### src/rtl/core/bfe_pkg.sv
package bfe_pkg;

  localparam int unsigned CNT_W  = 11;
  localparam int unsigned OFS_W  = 10;
  localparam int unsigned TOT_W  = 32;
  localparam int unsigned BYTE_W = 8;
  localparam int unsigned CMD_W  = 3;

  localparam logic [CNT_W-1:0] CAP_RESET = CNT_W'(1024);

  typedef enum logic [CMD_W-1:0] {
    CMD_WRITE = 3'd0,
    CMD_READ  = 3'd1,
    CMD_PEEK  = 3'd2,
    CMD_POP   = 3'd3,
    CMD_END   = 3'd4
  } cmd_e;

  typedef struct packed {
    logic [CMD_W-1:0]  cmd;
    logic [BYTE_W-1:0] data_byte;
    logic [OFS_W-1:0]  offset;
    logic [CNT_W-1:0]  count;
  } in_item_t;

  typedef struct packed {
    logic [BYTE_W-1:0] out_byte;
    logic              out_valid;
    logic              accepted;
    logic [CNT_W-1:0]  occupancy;
    logic [CNT_W-1:0]  free_space;
    logic              input_closed;
    logic              at_eof;
    logic [TOT_W-1:0]  total_written;
    logic [TOT_W-1:0]  total_read;
  } out_item_t;

  // Status of one beat, everything but the byte that comes out of the store.
  typedef struct packed {
    logic              hit;
    logic              accepted;
    logic [CNT_W-1:0]  occupancy;
    logic [CNT_W-1:0]  free_space;
    logic              input_closed;
    logic              at_eof;
    logic [TOT_W-1:0]  total_written;
    logic [TOT_W-1:0]  total_read;
  } stat_t;

endpackage

### src/rtl/core/bfe_ctrl.sv
module bfe_ctrl #(
  parameter int unsigned DEPTH = 1024,
  localparam int unsigned AW = (DEPTH > 1) ? $clog2(DEPTH) : 1
) (
  input  logic              clk_i,
  input  logic              rst_ni,
  input  logic              cfg_we_i,
  input  logic [10:0]       cfg_wdata_i,
  input  logic              in_fire_i,
  input  bfe_pkg::in_item_t in_data_i,
  output logic              mem_we_o,
  output logic [AW-1:0]     mem_waddr_o,
  output logic [7:0]        mem_wdata_o,
  output logic              mem_re_o,
  output logic [AW-1:0]     mem_raddr_o,
  output bfe_pkg::stat_t    stat_o
);

  import bfe_pkg::*;

  // Wide enough for pointer plus count and for DEPTH itself.
  localparam int unsigned SW = ((AW > CNT_W) ? AW : CNT_W) + 2;

  logic [CNT_W-1:0] cap_q;
  logic [AW-1:0]    head_q, head_d;
  logic [CNT_W-1:0] fill_q, fill_d;
  logic             closed_q, closed_d;
  logic [TOT_W-1:0] wtot_q, wtot_d;
  logic [TOT_W-1:0] rtot_q, rtot_d;

  logic [CNT_W-1:0] eff_cap;
  logic [CNT_W-1:0] disc;
  logic             acc;
  logic             hit;
  logic             re;
  logic [AW-1:0]    raddr;

  function automatic logic [AW-1:0] wrap(input logic [SW-1:0] p);
    logic [SW-1:0] r;
    r = (p >= SW'(DEPTH)) ? p - SW'(DEPTH) : p;
    return r[AW-1:0];
  endfunction

  always_comb begin
    eff_cap = (SW'(cap_q) > SW'(DEPTH)) ? CNT_W'(DEPTH) : cap_q;
    disc    = '0;
    acc     = 1'b0;
    hit     = 1'b0;
    re      = 1'b0;
    raddr   = head_q;
    closed_d = closed_q;
    case (in_data_i.cmd)
      CMD_WRITE: begin
        if (!closed_q && (fill_q < eff_cap)) begin
          acc = 1'b1;
        end
      end
      CMD_READ: begin
        if (fill_q != '0) begin
          re   = 1'b1;
          hit  = 1'b1;
          disc = CNT_W'(1);
        end
      end
      CMD_PEEK: begin
        if (CNT_W'(in_data_i.offset) < fill_q) begin
          re    = 1'b1;
          hit   = 1'b1;
          raddr = wrap(SW'(head_q) + SW'(in_data_i.offset));
        end
      end
      CMD_POP: begin
        disc = (in_data_i.count > fill_q) ? fill_q : in_data_i.count;
      end
      CMD_END: begin
        closed_d = 1'b1;
      end
      default: begin
      end
    endcase
    head_d = wrap(SW'(head_q) + SW'(disc));
    fill_d = fill_q + CNT_W'(acc) - disc;
    wtot_d = wtot_q + TOT_W'(acc);
    rtot_d = rtot_q + TOT_W'(disc);
  end

  assign mem_we_o    = in_fire_i && acc;
  assign mem_waddr_o = wrap(SW'(head_q) + SW'(fill_q));
  assign mem_wdata_o = in_data_i.data_byte;
  assign mem_re_o    = in_fire_i && re;
  assign mem_raddr_o = raddr;

  always_comb begin
    stat_o.hit           = hit;
    stat_o.accepted      = acc;
    stat_o.occupancy     = fill_d;
    stat_o.free_space    = (eff_cap > fill_d) ? eff_cap - fill_d : '0;
    stat_o.input_closed  = closed_d;
    stat_o.at_eof        = closed_d && (fill_d == '0);
    stat_o.total_written = wtot_d;
    stat_o.total_read    = rtot_d;
  end

  always_ff @(posedge clk_i or negedge rst_ni) begin
    if (!rst_ni) begin
      cap_q <= CAP_RESET;
    end else if (cfg_we_i) begin
      cap_q <= cfg_wdata_i;
    end
  end

  always_ff @(posedge clk_i or negedge rst_ni) begin
    if (!rst_ni) begin
      head_q   <= '0;
      fill_q   <= '0;
      closed_q <= 1'b0;
      wtot_q   <= '0;
      rtot_q   <= '0;
    end else if (in_fire_i) begin
      head_q   <= head_d;
      fill_q   <= fill_d;
      closed_q <= closed_d;
      wtot_q   <= wtot_d;
      rtot_q   <= rtot_d;
    end
  end

endmodule

### config.mk
export PLATFORM = sky130hd
export DESIGN_NAME = bfe_ctrl
export DESIGN_NICKNAME = d
export VERILOG_FILES = /design/src/rtl/core/bfe_pkg.sv /design/src/rtl/core/bfe_ctrl.sv
export SDC_FILE = /design/constraint.sdc
export NUM_CORES = 1
export LEC_CHECK = 0
export BUFFER_PORTS_ARGS = -buffer_cell sky130_fd_sc_hd__buf_2
export CAP_MARGIN = 5
export CORE_UTILIZATION = 54
export CTS_BUF_LIST = sky130_fd_sc_hd__clkbuf_4 sky130_fd_sc_hd__clkbuf_8 sky130_fd_sc_hd__clkbuf_16
export DETAILED_ROUTE_END_ITERATION = 10
export GPL_TIMING_DRIVEN = 1
export MAX_ROUTING_LAYER = met4
export PLACE_DENSITY_LB_ADDON = 0.25
export SYNTH_ARGS = -nofsm -noshare
export SYNTH_HDL_FRONTEND = slang
export SYNTH_SLANG_ARGS = --single-unit
### constraint.sdc
create_clock -name clk_i -period 10.38 [get_ports clk_i]
set_input_delay 2.076 -clock clk_i [delete_from_list [all_inputs] [get_ports clk_i]]
set_output_delay 2.076 -clock clk_i [all_outputs]
set_load 0.05 [all_outputs]
# == Yosys cells after proc, flatten, opt, wreduce, memory -nomap -nowiden ==
# Cells that the tools add are included.
# op_classes
order_cmp,8
n_eq_ne,4
muxes,16
n_addsub,11
reduce_logical,8
# ops
cell,n
$mux 10,5
$mux 11,3
$add 32x1->32,1
$add 32x11->32,1
$sub 10x1->10 const B,3
$add 10x11->12,2
$ge 12x11->1 const B,2
$gt 11x11->1,2
$pmux 11 s2,1
$sub 11x11->11,2
$add 10x10->11,1
$add 11x1->11,1
$ge 11x11->1 const B,1
$gt 11x11->1 const B,1
$logic_not 11->1,1
$lt 10x11->1,1
$lt 11x11->1,1
$reduce_bool 11->1,1
$eq 3x2->1 const B,2
$mux 1,6
$logic_and 1x1->1,4
$eq 3x1->1 const B,1
$eq 3x3->1 const B,1
$logic_not 3->1,1
other kinds (2),2
# word_totals
word_cells,53
register_bits,97
inputBits,47

# == Depth between registers and ports, before layout ==
# logic_depth
word_depth,10
mapped_depth,26
mapped_depth_nobuf,25

# == Worst setup path after synthesis ==
# OpenSTA, ideal clock, no wires.
# synth_path
path_kind,input-to-output
start,input in_data_i[8] in the netlist's numbering
end,output stat_o[72] in the netlist's numbering
required_ps,8304
arrival_time_ps,8365
path_slack_ps,-61
path_stages,24
n_path_buf,1
path_cell_list,ha_1 -> a21oi_1 -> o21ai_0 -> nor4_1 -> nor2_1 -> buf_2 -> a21oi_1 -> o21ai_0 -> ha_1 -> inv_1 -> ha_1 -> fa_1 -> a21oi_2 -> o21bai_1 -> xor2_1 -> inv_1 -> ha_1 -> nand3_1 -> o21bai_1 -> a21oi_1 -> a2bb2oi_1 -> o21a_1 -> o221ai_2 -> a211oi_1
# synth_lines
element,line,text
start: declaration,bfe_ctrl.sv:10,"input bfe_pkg::in_item_t in_data_i,"
end: declaration,bfe_ctrl.sv:16,output bfe_pkg::stat_t stat_o

==> flow_metrics.env <==
export IMPL_worst_r2r_cell_count=18
export IMPL_yosysMostFrequentCell="ha_1"
export IMPL_core_area_um2=15900
export IMPL_worstSetupEndpointType="output pin"
export IMPL_yosys_area_share_simple_pct=17.3
export IMPL_slowest_delay_ps=480
export IMPL_syn_nets=1157
export IMPL_synth_distinct_cells=67
export IMPL_synth_top_area_cell="dfrtp_1"
export IMPL_cp_arrival_ps=7720
export IMPL_setup_ws_ps=589
export IMPL_slew_headroom_pct=19.0
export IMPL_dp_hpwl_um=17100
export IMPL_rsz0062_at_grt="no"
export IMPL_finalWirelength_um=22200
export IMPL_drc=0
export IMPL_finalCriticalPeriod_ps=9790
export IMPL_ctsRootBufferMaster="clkbuf_16"
export IMPL_ant_nets=0
export IMPL_cts_sinks=97
export IMPL_grt_usage_pct=28.0
export IMPL_die_area_um2=16800
export IMPL_grt_pass1_wl_um=35900
export IMPL_pre_cts_ws_ps=493
export IMPL_slew_viol_final=0
export IMPL_vias_per_cell=5.59
export IMPL_worstPathRequired_ps=8300
export IMPL_slowest_stage="fa_1"
export IMPL_cp_num_buf_inv=4
export IMPL_grt_max_degree=52
export IMPL_finalCritPeriodShare_pct=94.3
export IMPL_fin_tns_setup_ps=0
export IMPL_grt_antenna_before_repair=1
export IMPL_synth_mux_area_share_pct=5.35
export IMPL_synth_compound_area_share_pct=14.5
export IMPL_drive_gt1_share_pct=20.0
export IMPL_synth_edff_count=0
export IMPL_die_h_um=130
export IMPL_io_buffer_count=150
export IMPL_hold_violations=0
export IMPL_cts_htree_levels=3
export IMPL_finalSetupViolations=0
export IMPL_crit_family="compound AO/OA/AOI/OAI gates"
export IMPL_rows=46
export IMPL_start_kind="primary input"
export IMPL_clockBufferDepth=2
export IMPL_numCtsBuffers=9
export IMPL_synthAdderAreaFrac_pct=15.7
export IMPL_gp_congestion=0.951
export IMPL_syn_inst=1004
export IMPL_worstSkewPairLatency_ps=360
export IMPL_path_class="primary input to output pin"
export IMPL_grt_pass1_vias=7033
export IMPL_drt_iter0_drc=369
export IMPL_skew_ps=10.0
export IMPL_post_synth_top_area_fraction_pct=27.3
export IMPL_max_slew_worst_pin_slew_ps=1210
export IMPL_worstPathCellList="buf_2 -> ha_1 -> nand2_1 -> o21ai_0 -> o21bai_1 -> nor2_1 -> buf_4 -> mux2i_1 -> nand2b_1 -> ha_1 -> fa_1 -> a21oi_2 -> o21bai_1 -> xor2_1 -> inv_1 -> ha_1 -> nand3_1 -> o21bai_1 -> a21oi_1 -> a2bb2oi_1 -> o21a_1 -> o221ai_2 -> a211oi_2 -> buf_2"
export IMPL_synth_xor_area_share_pct=14.4
export IMPL_areaGrowthSynthToFinish_pct=13.6
export IMPL_async_reset_ff_share_pct=100
export IMPL_start_util_pct=55.4
export IMPL_max_freq_mhz=102
export IMPL_hold_path_class="flop to flop"
export IMPL_whs_path_depth=1
export IMPL_ys_ff_latch=97
export IMPL_synth_top_family_by_area="simple AND/OR/NAND/NOR gates"
export IMPL_yosys_top_cells_area="dfrtp_1, ha_1, xnor2_1, xor2_1, mux2_2"
export IMPL_synthTopCellsByCount="ha_1, dfrtp_1, nand2_1"
export IMPL_num_vias=7592
export IMPL_post_drt_wl_per_cell_um=16.4
export IMPL_worst_setup_hold_path_clk_slew_ps=70
export IMPL_cap_viol_max_count=0
export IMPL_io_pins=167
export IMPL_first_pass_iters=5
export IMPL_syn_area_per_cell_um2=8.76
export IMPL_overflow=0
export IMPL_cts_hold_buf=0
export IMPL_nets=1288
export IMPL_seq_area_frac_synth_pct=27.6
export IMPL_syn_area_um2=8790
export IMPL_crit_fanout=10
export IMPL_fillers=1436
export IMPL_die_w_um=130
export IMPL_cts_tree="yes"
export IMPL_status="finished clean"
export IMPL_cp_depth=24
export IMPL_synth_warning_count=0
export IMPL_synth_main_ff_cell="dfrtp_1"
export IMPL_post_cts_buffers=0
placed cells by master, fill, tap and decap left out, types with 10 or more instances in the layout:
| master | count |
|---|---|
| a21o_1 | 17 |
| xor2_1 | 66 |
| nand2b_1 | 14 |
| xnor2_1 | 79 |
| buf_2 | 149 |
| ha_1 | 100 |
| a21oi_1 | 57 |
| mux2_2 | 32 |
| nand4_1 | 17 |
| nand3_1 | 32 |
| nor3_1 | 23 |
| inv_1 | 71 |
| o21ai_0 | 35 |
| dfrtp_1 | 96 |
| a21boi_0 | 10 |
| nand2_1 | 90 |
| nor2_1 | 73 |
| mux2i_1 | 11 |
| and3_1 | 19 |
worst register-to-register path, cell delays in order (launching register included):
cell and delay [ps]:
dfrtp_1 550, inv_1 170, ha_1 330, nand2_1 90, o21ai_0 410, o21bai_1 220, nor2_1 400, a21oi_1 140
o21ai_0 450, ha_1 280, inv_1 60, fa_1 430, nor2b_1 150, o21a_1 140, o21ai_1 110, a211oi_2 310
o2111ai_2 450, a2111oi_0 640, xor2_1 120
layout make-up:
type / instances / area, um^2 / area share [%]
antenna: 1 / 2.50 / 0.0251
clock buffer: 10 / 239 / 2.39
clock inverter: 6 / 55.1 / 0.551
inverter: 72 / 270 / 2.71
multi-input combinational: 800 / 5930 / 59.4
sequential: 97 / 2430 / 24.3
tap: 216 / 270 / 2.71
timing repair buffer: 155 / 791 / 7.92
flip-flops by register name (all words and copies together), names as in the netlist:
name	cells
wtot_q	32
cap_q	11
fill_q	11
head_q	10
closed_q	1
rtot_q	32
what timing repair did:
item,CTS,global route
endpoints found under the hold margin,0,0
gates resized for setup,0,1
setup endpoints to repair,0,10
metal layers:
layer | wire length [um] | vias to the layer above | track usage (%)
met5 | 0 | - | -
met1 | 10500 | 3572 | 37.8
met2 | 10200 | 221 | 44.1
li1 | - | 3778 | -
met4 | 263 | 0 | 6.98
met3 | 1270 | 21 | 3.88
logic make-up (layout without fill, tap and decap cells):
logic type               Yosys count  after routing
adder cells (fa/ha/maj)          107            107
buffers and inverters            107            243
AND/OR/NAND/NOR                  313            313
other                              0              1
flip-flops                        97             97
multiplexers                      43             43
XOR/XNOR                         145            145
AO/OA/AOI/OAI                    192            192
through the flow:
stage          util [%]  cells  instance area [um^2]  hold slack [ps]
5_1_grt            62.9   1357                  9990              510
3_3_place_gp       61.0   1340                  9680              473
2_1_floorplan         -   1004                  8800              458
6_report           62.9   1357                  9990              491
3_5_place_dp       61.0   1340                  9680              483
4_1_cts            62.8   1356                  9980              497
worst paths after layout:
kind	startpoint	slack, ps	end
min in group asynchronous	rst_ni	1750	head_q[1]
setup reg to reg	fill_q[10]	4800	rtot_q[28]
hold / removal	rtot_q[31]	490	rtot_q[31]
hold reg to reg	rtot_q[31]	490	rtot_q[31]
max in group asynchronous	rst_ni	7510	wtot_q[19]
setup / recovery	in_data_i[10]	590	stat_o[72]
Power is left out: the tool's default activity adds up to more than one toggle a clock period on the data nets, which glitch-free logic cannot reach.
